## config.mk

```make
export PLATFORM = sky130hd
export DESIGN_NAME = pwm_channel_with_coherent_update_flat
export DESIGN_NICKNAME = d
export VERILOG_FILES = /design/src/hdl/pcu_pkg.sv /design/src/hdl/pcu_ifs.sv /design/src/hdl/pwm_channel_with_coherent_update.sv /design/src/flat_wrapper.sv
export SDC_FILE = /design/constraint.sdc
export NUM_CORES = 1
export LEC_CHECK = 0
export BUFFER_PORTS_ARGS = -buffer_cell sky130_fd_sc_hd__buf_2
export CAP_MARGIN = 20
export CORE_UTILIZATION = 50
export DETAILED_ROUTE_END_ITERATION = 10
export GPL_TIMING_DRIVEN = 0
export PLACE_DENSITY = 0.78
export SETUP_SLACK_MARGIN = 0.5
export SLEW_MARGIN = 20
export SYNTH_ARGS = -nofsm -noshare
export SYNTH_HDL_FRONTEND = slang
export SYNTH_SLANG_ARGS = --single-unit
export TNS_END_PERCENT = 10
```

## constraint.sdc

```tcl
create_clock -name clk -period 7.27 [get_ports clk]
set_input_delay 1.454 -clock clk [delete_from_list [all_inputs] [get_ports clk]]
set_output_delay 1.454 -clock clk [all_outputs]
set_load 0.05 [all_outputs]
```

## src/hdl/pcu_pkg.sv

```systemverilog
// ---------------------------------------------------------------------------
// pcu_pkg
// Shared types and codes for the match-based PWM channel.
// ---------------------------------------------------------------------------
`default_nettype none

package pcu_pkg;

    typedef enum logic [1:0] {
        FUNC_TICK       = 2'd0,
        FUNC_INIT       = 2'd1,
        FUNC_IMM_UPDATE = 2'd2,
        FUNC_COH_UPDATE = 2'd3
    } func_t;

    typedef enum logic [1:0] {
        EVT_NONE = 2'd0,
        EVT_RISE = 2'd1,
        EVT_FALL = 2'd2
    } evt_t;

endpackage

`default_nettype wire

```

## src/hdl/pcu_ifs.sv

```systemverilog
// ---------------------------------------------------------------------------
// pcu_ifs
// Command and status channels of the PWM channel, valid/ready handshake.
// ---------------------------------------------------------------------------
`default_nettype none

interface pcu_cmd_if #(
    parameter int TIME_BITS = 24
);
    logic                 valid;
    logic                 ready;
    logic [1:0]           func;
    logic [TIME_BITS-1:0] period;
    logic [TIME_BITS-1:0] active_time;

    modport source (output valid, func, period, active_time, input ready);
    modport sink   (input valid, func, period, active_time, output ready);
endinterface

interface pcu_stat_if;
    logic       valid;
    logic       ready;
    logic       pin_level;
    logic       in_active_phase;
    logic [1:0] edge_event;

    modport source (output valid, pin_level, in_active_phase, edge_event, input ready);
    modport sink   (input valid, pin_level, in_active_phase, edge_event, output ready);
endinterface

`default_nettype wire

```

## src/hdl/pwm_channel_with_coherent_update.sv

```systemverilog
// ---------------------------------------------------------------------------
// pwm_channel_with_coherent_update
// PWM channel on a wrapping time counter with rise and fall match times,
// immediate and coherent period/active-time update.
// ---------------------------------------------------------------------------
//  channel  | dir | payload                                   | handshake
//  cmd      | in  | func, period, active_time                 | valid/ready
//  stat     | out | pin_level, in_active_phase, edge_event    | valid/ready
//  cfg      | in  | cfg_wdata (active_high)                   | cfg_we
//
//  One item per clock sustained while results are not stalled.
//  Stage one registers the item, stage two applies it to the channel state
//  and registers the result.
//  A stalled result holds stage two; stage one then fills and cmd.ready drops.
//  Reset clears counter, match times, pin/run flags; expect_rise, polarity go to 1.
// ---------------------------------------------------------------------------
`default_nettype none

module pwm_channel_with_coherent_update
    import pcu_pkg::*;
#(
    parameter int TIME_BITS = 24
) (
    input  wire logic     clk,
    input  wire logic     rst_n,
    pcu_cmd_if.sink       cmd,
    pcu_stat_if.source    stat,
    input  wire logic     cfg_we,
    input  wire logic     cfg_wdata
);

    typedef logic [TIME_BITS-1:0] tval_t;

    logic  cfg_active_high_reg;

    logic  s1_valid_reg;
    func_t s1_func_reg;
    tval_t s1_period_reg;
    tval_t s1_active_reg;

    logic  out_valid_reg;
    logic  out_pin_reg;
    logic  out_phase_reg;
    evt_t  out_evt_reg;

    tval_t time_count_reg,  time_count_next;
    tval_t rise_match_reg,  rise_match_next;
    tval_t fall_match_reg,  fall_match_next;
    tval_t frame_start_reg, frame_start_next;
    tval_t next_fall_reg,   next_fall_next;
    tval_t cur_period_reg,  cur_period_next;
    tval_t cur_active_reg,  cur_active_next;
    logic  rise_pin_active_reg, rise_pin_active_next;
    logic  expect_rise_reg,     expect_rise_next;
    logic  pin_out_reg,         pin_out_next;
    logic  running_reg,         running_next;
    logic  pol_high_reg,        pol_high_next;
    evt_t  evt_next;

    logic  advance;
    tval_t count_inc;
    tval_t rise_diff;
    tval_t fall_diff;
    tval_t rise_sum;
    tval_t upd_fall;

    assign advance   = s1_valid_reg && (!out_valid_reg || stat.ready);
    assign cmd.ready = !s1_valid_reg || advance;

    assign count_inc = time_count_reg + tval_t'(1);
    assign rise_diff = count_inc - rise_match_reg;
    assign fall_diff = count_inc - fall_match_reg;
    assign rise_sum  = rise_match_reg + cur_period_reg;
    assign upd_fall  = frame_start_reg + s1_active_reg;

    always_comb
    begin
        time_count_next      = time_count_reg;
        rise_match_next      = rise_match_reg;
        fall_match_next      = fall_match_reg;
        frame_start_next     = frame_start_reg;
        next_fall_next       = next_fall_reg;
        cur_period_next      = cur_period_reg;
        cur_active_next      = cur_active_reg;
        rise_pin_active_next = rise_pin_active_reg;
        expect_rise_next     = expect_rise_reg;
        pin_out_next         = pin_out_reg;
        running_next         = running_reg;
        pol_high_next        = pol_high_reg;
        evt_next             = EVT_NONE;

        unique case (s1_func_reg)
            FUNC_TICK:
            begin
                time_count_next = count_inc;
                if (running_reg)
                begin
                    if (expect_rise_reg)
                    begin
                        if (!rise_diff[TIME_BITS-1])
                        begin
                            pin_out_next         = rise_pin_active_reg ? pol_high_reg
                                                                       : !pol_high_reg;
                            rise_pin_active_next = (cur_active_reg != '0);
                            rise_match_next      = rise_sum;
                            frame_start_next     = rise_sum;
                            next_fall_next       = rise_sum + cur_active_reg;
                            expect_rise_next     = 1'b0;
                            evt_next             = EVT_RISE;
                        end
                    end
                    else if (!fall_diff[TIME_BITS-1])
                    begin
                        pin_out_next     = !pol_high_reg;
                        fall_match_next  = next_fall_reg;
                        expect_rise_next = 1'b1;
                        evt_next         = EVT_FALL;
                    end
                end
            end
            FUNC_INIT:
            begin
                cur_period_next      = s1_period_reg;
                cur_active_next      = s1_active_reg;
                pol_high_next        = cfg_active_high_reg;
                rise_match_next      = count_inc;
                fall_match_next      = count_inc + s1_active_reg;
                frame_start_next     = count_inc;
                next_fall_next       = count_inc + s1_active_reg;
                rise_pin_active_next = (s1_active_reg != '0);
                pin_out_next         = !cfg_active_high_reg;
                expect_rise_next     = 1'b1;
                running_next         = 1'b1;
            end
            FUNC_IMM_UPDATE:
            begin
                cur_period_next = s1_period_reg;
                cur_active_next = s1_active_reg;
                next_fall_next  = upd_fall;
                fall_match_next = expect_rise_reg ? upd_fall : upd_fall - s1_period_reg;
            end
            FUNC_COH_UPDATE:
            begin
                cur_period_next = s1_period_reg;
                cur_active_next = s1_active_reg;
                next_fall_next  = upd_fall;
                if (expect_rise_reg)
                begin
                    fall_match_next = upd_fall;
                end
            end
            default:
            begin
                evt_next = EVT_NONE;
            end
        endcase
    end

    always_ff @(posedge clk or negedge rst_n)
    begin
        if (!rst_n)
        begin
            cfg_active_high_reg <= 1'b1;
        end
        else if (cfg_we)
        begin
            cfg_active_high_reg <= cfg_wdata;
        end
    end

    // stage one: hold the item
    always_ff @(posedge clk or negedge rst_n)
    begin
        if (!rst_n)
        begin
            s1_valid_reg <= 1'b0;
        end
        else if (cmd.ready)
        begin
            s1_valid_reg <= cmd.valid;
        end
    end

    always_ff @(posedge clk)
    begin
        if (cmd.ready && cmd.valid)
        begin
            s1_func_reg   <= func_t'(cmd.func);
            s1_period_reg <= cmd.period;
            s1_active_reg <= cmd.active_time;
        end
    end

    // stage two: advance channel state and result
    always_ff @(posedge clk or negedge rst_n)
    begin
        if (!rst_n)
        begin
            time_count_reg      <= '0;
            rise_match_reg      <= '0;
            fall_match_reg      <= '0;
            frame_start_reg     <= '0;
            next_fall_reg       <= '0;
            cur_period_reg      <= '0;
            cur_active_reg      <= '0;
            rise_pin_active_reg <= 1'b0;
            expect_rise_reg     <= 1'b1;
            pin_out_reg         <= 1'b0;
            running_reg         <= 1'b0;
            pol_high_reg        <= 1'b1;
            out_valid_reg       <= 1'b0;
        end
        else
        begin
            if (advance)
            begin
                time_count_reg      <= time_count_next;
                rise_match_reg      <= rise_match_next;
                fall_match_reg      <= fall_match_next;
                frame_start_reg     <= frame_start_next;
                next_fall_reg       <= next_fall_next;
                cur_period_reg      <= cur_period_next;
                cur_active_reg      <= cur_active_next;
                rise_pin_active_reg <= rise_pin_active_next;
                expect_rise_reg     <= expect_rise_next;
                pin_out_reg         <= pin_out_next;
                running_reg         <= running_next;
                pol_high_reg        <= pol_high_next;
            end
            if (advance)
            begin
                out_valid_reg <= 1'b1;
            end
            else if (stat.ready)
            begin
                out_valid_reg <= 1'b0;
            end
        end
    end

    always_ff @(posedge clk)
    begin
        if (advance)
        begin
            out_pin_reg   <= pin_out_next;
            out_phase_reg <= !expect_rise_next;
            out_evt_reg   <= evt_next;
        end
    end

    assign stat.valid           = out_valid_reg;
    assign stat.pin_level       = out_pin_reg;
    assign stat.in_active_phase = out_phase_reg;
    assign stat.edge_event      = out_evt_reg;

    a_rise_enters_active: assert property (@(posedge clk) disable iff (!rst_n)
        out_valid_reg && out_evt_reg == EVT_RISE |-> out_phase_reg)
        else $error("rise result outside active phase");

    a_fall_leaves_active: assert property (@(posedge clk) disable iff (!rst_n)
        out_valid_reg && out_evt_reg == EVT_FALL |-> !out_phase_reg)
        else $error("fall result inside active phase");

    a_idle_waits_rise: assert property (@(posedge clk) disable iff (!rst_n)
        !running_reg |-> expect_rise_reg)
        else $error("active phase before init");

    a_non_tick_no_edge: assert property (@(posedge clk) disable iff (!rst_n)
        advance && s1_func_reg != FUNC_TICK |=> out_evt_reg == EVT_NONE)
        else $error("edge reported for non-tick item");

    a_ready_only_on_stall: assert property (@(posedge clk) disable iff (!rst_n)
        !cmd.ready |-> out_valid_reg && !stat.ready)
        else $error("input blocked without output stall");

endmodule

`default_nettype wire

```

## src/flat_wrapper.sv

```systemverilog
// flat-port wrapper written by rule: the top's interface ports become plain ports
module pwm_channel_with_coherent_update_flat import pcu_pkg::*;
#(
    parameter int TIME_BITS = 24
)
  (clk, rst_n, cfg_we, cfg_wdata, cmd_valid, cmd_func, cmd_period, cmd_active_time, cmd_ready, stat_valid, stat_pin_level, stat_in_active_phase, stat_edge_event, stat_ready);
  pcu_cmd_if #(.TIME_BITS(TIME_BITS)) cmd_i ();
  pcu_stat_if stat_i ();
  input  wire logic clk;
  input  wire logic rst_n;
  input  wire logic cfg_we;
  input  wire logic cfg_wdata;
  input wire logic [$bits(cmd_i.valid)-1:0] cmd_valid;
  input wire logic [$bits(cmd_i.func)-1:0] cmd_func;
  input wire logic [$bits(cmd_i.period)-1:0] cmd_period;
  input wire logic [$bits(cmd_i.active_time)-1:0] cmd_active_time;
  output wire logic [$bits(cmd_i.ready)-1:0] cmd_ready;
  output wire logic [$bits(stat_i.valid)-1:0] stat_valid;
  output wire logic [$bits(stat_i.pin_level)-1:0] stat_pin_level;
  output wire logic [$bits(stat_i.in_active_phase)-1:0] stat_in_active_phase;
  output wire logic [$bits(stat_i.edge_event)-1:0] stat_edge_event;
  input wire logic [$bits(stat_i.ready)-1:0] stat_ready;
  assign cmd_i.valid = cmd_valid;
  assign cmd_i.func = cmd_func;
  assign cmd_i.period = cmd_period;
  assign cmd_i.active_time = cmd_active_time;
  assign cmd_ready = cmd_i.ready;
  assign stat_valid = stat_i.valid;
  assign stat_pin_level = stat_i.pin_level;
  assign stat_in_active_phase = stat_i.in_active_phase;
  assign stat_edge_event = stat_i.edge_event;
  assign stat_i.ready = stat_ready;
  pwm_channel_with_coherent_update #(.TIME_BITS(TIME_BITS)) u_core (.clk(clk), .rst_n(rst_n), .cmd(cmd_i), .stat(stat_i), .cfg_we(cfg_we), .cfg_wdata(cfg_wdata));
endmodule
```

==> results.txt, run 1 <==
The post-layout utilization of the core was 56.42%; the switching fraction of total power was 49.49%. The share of power burned in registers was 20.5%. During I/O placement, the number of pins put on the boundary was 62.

Total clock sinks: 206. The initialized floorplan defines 64 standard-cell rows. Ranked by total cell area, the synthesized netlist is headed by dfrtp_1, ha_1, edfxtp_1.

Walking the worst path, the cells encountered are ha_1 -> nand3_1 -> nor2_1 -> and2_1 -> and3_1 -> and2_1 -> clkbuf_1 -> nand3_1 -> xnor2_1 -> ha_1 -> a21o_1 -> a21oi_1 -> o211ai_1 -> a2111oi_0 -> nor2_1 -> xnor2_2 -> nor2_1 -> o21ai_1 -> buf_2 -> buf_2 -> nand2_1 -> o21ai_0. Setup violations remaining at the end of the flow were counted as 0. The share of flip-flops with an asynchronous set or reset is 73.79%, and the design area is 17350 um^2. The number of buffers added on ports was 61.

The largest net degree at the start of global routing came out at 82. For this run, the leading register cell type out of synthesis is dfrtp_1. For the number of hold violations in the final report, the log shows 0.

The run gives 75.25 mm as the wire length of the first global-routing pass. Adding up every negative setup slack in the final design gives 0 ns. The clock network fraction of total power is 14.6%. The layout overhead on the synthesized area came out at 10.58%.

The start-to-end type of the worst setup path is flip-flop to flip-flop. After clock tree synthesis, the clock-pin slew on the worst setup and hold paths is 0.06 ns. In the synthesized netlist, the number of instances is 1753. The number of cells after detailed placement was 2211; the placed cell area was 16530 um^2.

Setup slack on the worst reg-to-reg path comes out at 0.84 ns. The first routing iteration left 1529 violations. After the flow finishes, the layout carries non-filler instances totaling 2257. The worst path uses 88.45% of the clock period.

The routed layout has 14375 vias. The number of buffers on the longest clock path was 3; the vertical extent of the die was 179.1 um. Dividing the synthesized area by the synthesized cell count gives 8.950 um^2. The count of distinct cell types in the synthesized netlist is 76, and the synthesis warning total is 0.

In this run, synthesis produced a sequential element count of 206. Across the routed clock network, the largest skew measured is 0.02011 ns. Clock insertion delay at the later pin of the skew report: 0.55 ns. The pre-antenna-repair detailed-routing pass consisted of 10 iterations. In this run the static leakage power is 7.923 nW.

Power spread over the standard cell area amounts to 492.0 nW/um^2. Data on the critical path arrives at its endpoint at 6.88 ns. The total overflow left after global routing is 0. The slew of the pin with the lowest slew margin was 1.181 ns; the CTS H-tree depth was 1.

The highest-delay cell along the critical path was a2111oi_0. The synthesized design spends more area on one cell type than any other, namely dfrtp_1. In the final layout, the share of cells above drive strength 1 is 8.759%. Counting I/O delays and the setup requirement, the final critical path takes 6.430 ns. The worst hold path stage count was 2.

For the worst setup path, the data required time is 7.72 ns. In this run the clock root is driven by a clkbuf_16. The tool flagged a number of max-cap violations equal to 0. The die outline width is 179.1 um, and the detailed-route wire length is 49.80 mm. The share of power burned in combinational logic came out at 64.9%.

For the placer's final routability congestion estimate, the log shows 1.059. The highest net fanout along the worst path is 10, and the fill cell instance count of the final layout is 2755. The tools report the endpoint of the most critical setup path as u_core.rise_match_reg[4]. The average wire per cell in the routed design was 22.07 um. The flow ran to the end, but the final reports show violations. The area of the core came out at 30750 um^2. OpenSTA, run right after detailed placement, puts the worst setup slack at 0.9679 ns. The delay of the slowest cell on the worst path was 0.62 ns. Cell internal power was estimated by the tool at 4.311 mW.

For the initial antenna violation count, the log shows 0. Across all setup checks in the final design, the least slack found is 0.8397 ns. Hold is met by 0.4864 ns. The worst register-to-register path ends at u_core.rise_match_reg[4]. Global routing used 31.32% of the available tracks.

The checks that failed: DRC. The most numerous cell type found on the critical path is nor2_1. The total count of max-transition violations in the final report came out at 0. Tracing the worst setup path back leads to its startpoint at u_core.time_count_reg[0]. Sorting the synthesized cells by how often they occur yields nand2_1, ha_1, dfrtp_1.

TritonCTS built the clock tree. For this design, the CTS-stage hold fixing added 0 buffers. Across the whole layout, storage elements account for 5429 um^2.

The number of diodes added for antenna fixing is 0. The residual DRC count was 6. The kind of end point of the critical path was a flip-flop. The floorplan step defined a die boundary enclosing 32090 um^2. The worst hold path belongs to the class flip-flop to flip-flop. Sequential elements use 34.60% of the synthesized area.

The power after layout is 8.535 mW. Most common cell in the synthesized netlist: nand2_1. STA classifies the critical path startpoint as a flip-flop. Summed over all nets, the half-perimeter wirelength after detailed placement is 38.69 mm. The synthesized netlist occupies a cell area of 15690 um^2. The final antenna-violating net count is 0, and the net count after synthesis is 1974.

For this run, the post-layout net count is 2063. The remaining max-slew budget at the tightest pin was 20.95%; the share of the synthesized area in the top cell type was 23.77%. Buffers inserted during clock tree synthesis total 25. In this run the power spent charging and discharging nets is 4.224 mW.

The upper clock frequency limit is 155.5 MHz. The tools report the launching point of the worst reg2reg path as u_core.time_count_reg[0]. Using the TritonRoute via totals, the vias-per-cell ratio works out to 6.369.

Setup repair after global routing left no endpoint under its margin. In this run, synthesis inferred 54 flip-flops with an integrated enable. Measured in cells, the most critical reg-to-reg path has a length of 22.

The starting utilization of the core area is 51.02%, and the buffer count from post-CTS setup fixing is 0. Summing all multi-input logic gate instances after layout gives 9676 um^2. Across the VDD grid, the largest voltage drop is 0.2650 mV. The via count of the first global-routing pass came out at 13571.
[kinds of logic (layout without fill, tap and decap cells)]
kind of cell             count (synthesis)  count (layout)  share of synthesized area (%)
multiplexers                            54              54                          3.844
XOR/XNOR                               146             146                          8.294
AND/OR/NAND/NOR                        504             504                          14.86
adder cells (fa/ha/maj)                165             165                          13.40
flip-flops                             206             206                          34.60
buffers and inverters                  155             263                          3.836
AO/OA/AOI/OAI                          523             523                          21.17
[power by group through the flow]
stage          Combinational [mW]  Clock (mW)  Sequential [mW]
2_1_floorplan                3.87           0             1.68
3_3_place_gp                 5.18           0             1.74
3_5_place_dp                 5.29           0             1.75
4_1_cts                      5.34        1.25             1.73
5_1_grt                      5.96        1.30             1.77
6_report                     5.54        1.24             1.75
[worst max-delay path: cells and delay by family (launching register included)]
family / cells / cell delay (ns)
flip-flops: 1 / 0.54
XOR/XNOR: 2 / 0.71
adder cells (fa/ha/maj): 2 / 0.55
AO/OA/AOI/OAI: 6 / 1.74
buffers and inverters: 3 / 1.08
AND/OR/NAND/NOR: 9 / 1.69
[repair_timing]
| action | 4_1_cts | 5_1_grt |
|---|---|---|
| resized for setup | 0 | 2 |
| endpoints found under the setup margin | 0 | 10 |
| hold endpoints to repair | 0 | 0 |
[routing by layer]
metal | vias up | share of wire, % | GRT usage (%)
li1 | 6568 | - | -
met1 | 6790 | 41 | 42.40
met2 | 841 | 43 | 48.21
met3 | 176 | 10 | 5.068
met4 | 0 | 5.7 | 16.04
met5 | - | 0 | 0
[worst min path at each step]
| stage | start | endpoint | slack [ns] |
|---|---|---|---|
| 4_1_cts | u_core.next_fall_reg[9] | u_core.next_fall_reg[9] | 0.48 |
| 2_1_floorplan | u_core.next_fall_reg[0] | u_core.next_fall_reg[0] | 0.44 |
| 3_3_place_gp | u_core.next_fall_reg[9] | u_core.next_fall_reg[9] | 0.46 |
| 5_1_grt | u_core.next_fall_reg[12] | u_core.next_fall_reg[12] | 0.50 |
| 3_5_place_dp | u_core.next_fall_reg[9] | u_core.next_fall_reg[9] | 0.47 |
| 6_report | u_core.next_fall_reg[12] | u_core.next_fall_reg[12] | 0.49 |
[layout by cell type (no fill, tap or decap), drive strengths merged, types with 25 or more instances in the layout]
cell	netlist	routed
nand3	38	38
ha	160	160
a21o	48	48
nand4	25	25
mux2	30	30
buf	11	73
dfrtp	149	149
xor2	56	56
nand2	168	168
o21ai	140	140
a21oi	135	135
inv	96	98
clkbuf	47	76
a31oi	28	28
xnor2	90	90
edfxtp	54	54
nor2	148	148
[cell type report]
| class | count | share of cell area [%] |
|---|---|---|
| tap | 396 | 2.856 |
| clock inverter | 17 | 0.8871 |
| sequential | 206 | 31.29 |
| clock buffer | 29 | 3.750 |
| multi-input combinational | 1392 | 55.77 |
| inverter | 97 | 2.099 |
| buffer | 58 | 1.370 |
| timing repair buffer | 62 | 1.976 |
Note: power is estimated with default switching activity, not from simulation.
==> run 2: changes to the inputs <==
--- a/config.mk
+++ b/config.mk
@@ -5,9 +5,10 @@
 export SDC_FILE = /design/constraint.sdc
 export NUM_CORES = 1
 export LEC_CHECK = 0
-export BUFFER_PORTS_ARGS = -buffer_cell sky130_fd_sc_hd__buf_2
+export BUFFER_PORTS_ARGS = -buffer_cell sky130_fd_sc_hd__buf_4
 export CAP_MARGIN = 20
 export CORE_UTILIZATION = 50
+export CTS_CLUSTER_SIZE = 16
 export DETAILED_ROUTE_END_ITERATION = 10
 export GPL_TIMING_DRIVEN = 0
 export PLACE_DENSITY = 0.78
==> constraint.sdc (replaced) <==
create_clock -name clk -period 7.7 [get_ports clk]
set_input_delay 1.54 -clock clk [delete_from_list [all_inputs] [get_ports clk]]
set_output_delay 1.54 -clock clk [all_outputs]
set_load 0.05 [all_outputs]
==> results.txt, run 2 (synthesis results as in run 1) <==
The run gives 50.17 mm (+0.75%) as the detailed-route wire length. Total number of vias: 14114 (-1.8%). The number of cell rows was 64 (unchanged).

The standby leakage power came out at 8.022 nW (+1.2%). The cell area power density was 472.7 nW/um^2 (-3.9%); the post-route worst hold slack was 0.4848 ns (-0.001673 ns). The setup slack after placement is 1.439 ns (+0.4709 ns). The half-perimeter wire length of the detailed placement result was 39.76 mm (+2.8%). The top cell types in the final layout, fill and taps aside, are nand2_1, ha_1, dfrtp_1.

The number of buffers added on ports was 61 (unchanged). The cell sitting at the root of the clock tree is a clkbuf_16. For the required time at the worst-slack endpoint, the log shows 8.15 ns (+0.43 ns).

The length of the first detailed-routing pass in iterations came out at 9 (-1). The largest net degree at the start of global routing came out at 78 (-4.9%). The highest net fanout along the worst path was 10 (unchanged); the average wire per cell in the routed design was 22.21 um (+0.66%). The tools report the clock insertion delay at the later pin of the skew report as 0.54 ns (about the same). The run finished, with violations left. The vertical extent of the die is 179.1 um (unchanged). The worst setup path is of the flip-flop to flip-flop kind. The run gives 154.8 MHz (-0.46%) as the upper clock frequency limit. The final-layout setup total negative slack was 0 ns (unchanged); the total met2 wirelength after detailed routing was 22.44 mm (+5.7%).

The final reports fail on DRC. Area of the core: 30750 um^2 (unchanged). The average via count per standard cell works out to 6.248 (-1.9%).

The number of buffers inserted during clock tree synthesis is 26 (+4.0%), and the number of diodes added for antenna fixing is 0 (unchanged). The minimum clock period is 6.460 ns (+0.02960 ns), and the number of nets in the layout is 2064 (+0.048%). The final clock period utilization by the worst path is 83.89% (-4.6 points). The tools report the start point of the worst min-delay path as u_core.s1_valid_reg. The startpoint identified for the worst register-to-register timing path is u_core.time_count_reg[0]. The starting DRC count in detailed routing came out at 1377 (-9.9%). The run gives 16680 um^2 (+0.91%) as the placed cell area. The slew of the pin with the lowest slew margin is 1.139 ns (-0.04208 ns).

The layout overhead on the synthesized area works out to 12.06%. The tools report the number of hold violations in the final report as 0 (unchanged). The type of element launching the critical path was a flip-flop. The CTS H-tree depth was 1 (unchanged); the proportion of layout cells with a drive suffix above 1 was 8.857% (+0.098 points).

The placer's final routability congestion estimate is 0.9770 (-7.7%). The total track usage was 31.74% (+0.43 points); the number of hold buffers added after CTS was 0 (unchanged). The final non-filler cell total is 2259 (+0.089%). Class of the most critical hold timing path: flip-flop to flip-flop.

For the I/O pin count, the log shows 62 (unchanged). The logs give 0 (unchanged) for the number of setup violations in the final report and 0.008913 ns (-0.01120 ns) for the clock skew after layout. For the total count of max-transition violations in the final report, the log shows 0 (unchanged).

The total clock sinks was 206 (unchanged). The number of cells after detailed placement came out at 2211 (unchanged). Destination of the worst register-to-register timing path: u_core.rise_match_reg[0]. Kind of end point of the critical path: a flip-flop. The run gives 0 (unchanged) as the buffer count from post-CTS setup fixing.

The run gives 76.09 mm (+1.1%) as the wire length of the first global-routing pass. The routed metal-1 wire length came out at 21.53 mm (+4.5%). Setup repair after global routing left no endpoint under its margin.

The run gives 32090 um^2 (unchanged) as the die footprint. The depth of the worst register-to-register path is 21 (-4.5%), and the clock slew at the register clock pins of the worst setup and hold paths is 0.06 ns (about the same). The remaining max-slew budget at the tightest pin came out at 23.09% (+2.1 points). The tools report the total global routing overflow as 0 (unchanged). The worst hold path stage count works out to 1 (-1).

The logs give 0.3072 mV (+16%) for the maximum vdd drop and 0 (unchanged) for the count of cells resized by post-cts repair. For the worst path arrival time, the log shows 6.91 ns (+0.03 ns). The register-to-register setup slack was 1.24 ns (+0.40 ns). Design area: 17580 um^2 (+1.3%). Highest layer used for signal routing: met5.

The wire length on met3 was 4.419 mm (-14%). The number of buffers on the longest clock path is 3 (unchanged). TritonCTS built the clock tree. Leaving out fill and tap cells, the most frequent cell in the layout is nand2_1. The path with the worst hold slack has its endpoint at u_core.stat.valid.

The starting utilization of the core area is 51.02% (unchanged). The initial antenna violation count was 2 (+2); the via count of the first global-routing pass was 13484 (-0.64%). The final critical-path setup slack was 1.240 ns (+0.4004 ns). The logs give 0 (unchanged) for the number of maximum-capacitance violations and 6 (unchanged) for the residual DRC count. The die outline width was 179.1 um (unchanged). The final antenna-violating net count was 0 (unchanged).
## run 2: cell count changes in the layout (fill, tap and decap cells not counted), sizes merged
cell | before | now
clkbuf | 76 | 81
inv | 98 | 96
clkinvlp | 5 | 2
clkinv | 9 | 10
bufinv | 2 | 3
## run 2: stage by stage
stage                     util (%)  total power [mW]
after floorplan                  -             5.248
after global placement       54.12             6.717
after detailed placement     54.24             6.822
after CTS                    57.17             8.133
after global routing         57.17             8.779
final                        57.17             8.310
## run 2: report_power, final
group          total, mW  leakage (nW)  internal, mW  switching, mW
combinational       5.38          5.22          1.99           3.39
sequential          1.65          2.36          1.41          0.237
clock               1.28         0.443         0.786          0.494
## run 2: area by class of cell
type,count,area [um^2]
Clock buffer,34,753.2
Inverter,97,364.1
Clock inverter,14,147.6
Fill cell,2780,13170
Timing Repair Buffer,62,493.0
Buffer,58,237.7
Sequential cell,206,5429
Multi-Input combinational cell,1392,9661
Tap cell,396,495.5
## run 2: metal layers
metal / global-route usage [%] / up-vias
met3: 4.623 / 116
met5: 0 / -
met4: 10.33 / 2
met1: 43.64 / 6771
met2: 51.17 / 657
li1: - / 6568
## run 2: worst max-delay path by stage
stage / start / endpoint / depth (start not counted)
global route: u_core.time_count_reg[0] / u_core.rise_match_reg[5] / 21
detailed placement: u_core.time_count_reg[0] / u_core.rise_pin_active_reg / 21
CTS: u_core.time_count_reg[0] / u_core.rise_match_reg[0] / 21
floorplan: u_core.s1_active_reg[0] / u_core.fall_match_reg[23] / 21
finish: u_core.time_count_reg[0] / u_core.rise_match_reg[0] / 21
global placement: u_core.time_count_reg[0] / u_core.rise_match_reg[22] / 20
## run 2: critical path, stage by stage, from the launching register on
cell and delay (ns):
dfrtp_1 0.57, ha_1 0.29, nand3_1 0.15, nor2_1 0.27
and2_1 0.27, and3_1 0.24, and2_1 0.15, clkbuf_1 0.27
nand3_1 0.15, xnor2_1 0.57, ha_1 0.36, a21oi_1 0.35
o211ai_1 0.18, a2111oi_0 0.54, nor2_1 0.19, xnor2_2 0.44
nor2_1 0.14, o21ai_1 0.38, buf_2 0.33, buf_2 0.32
nand2_1 0.11, o21ai_0 0.09
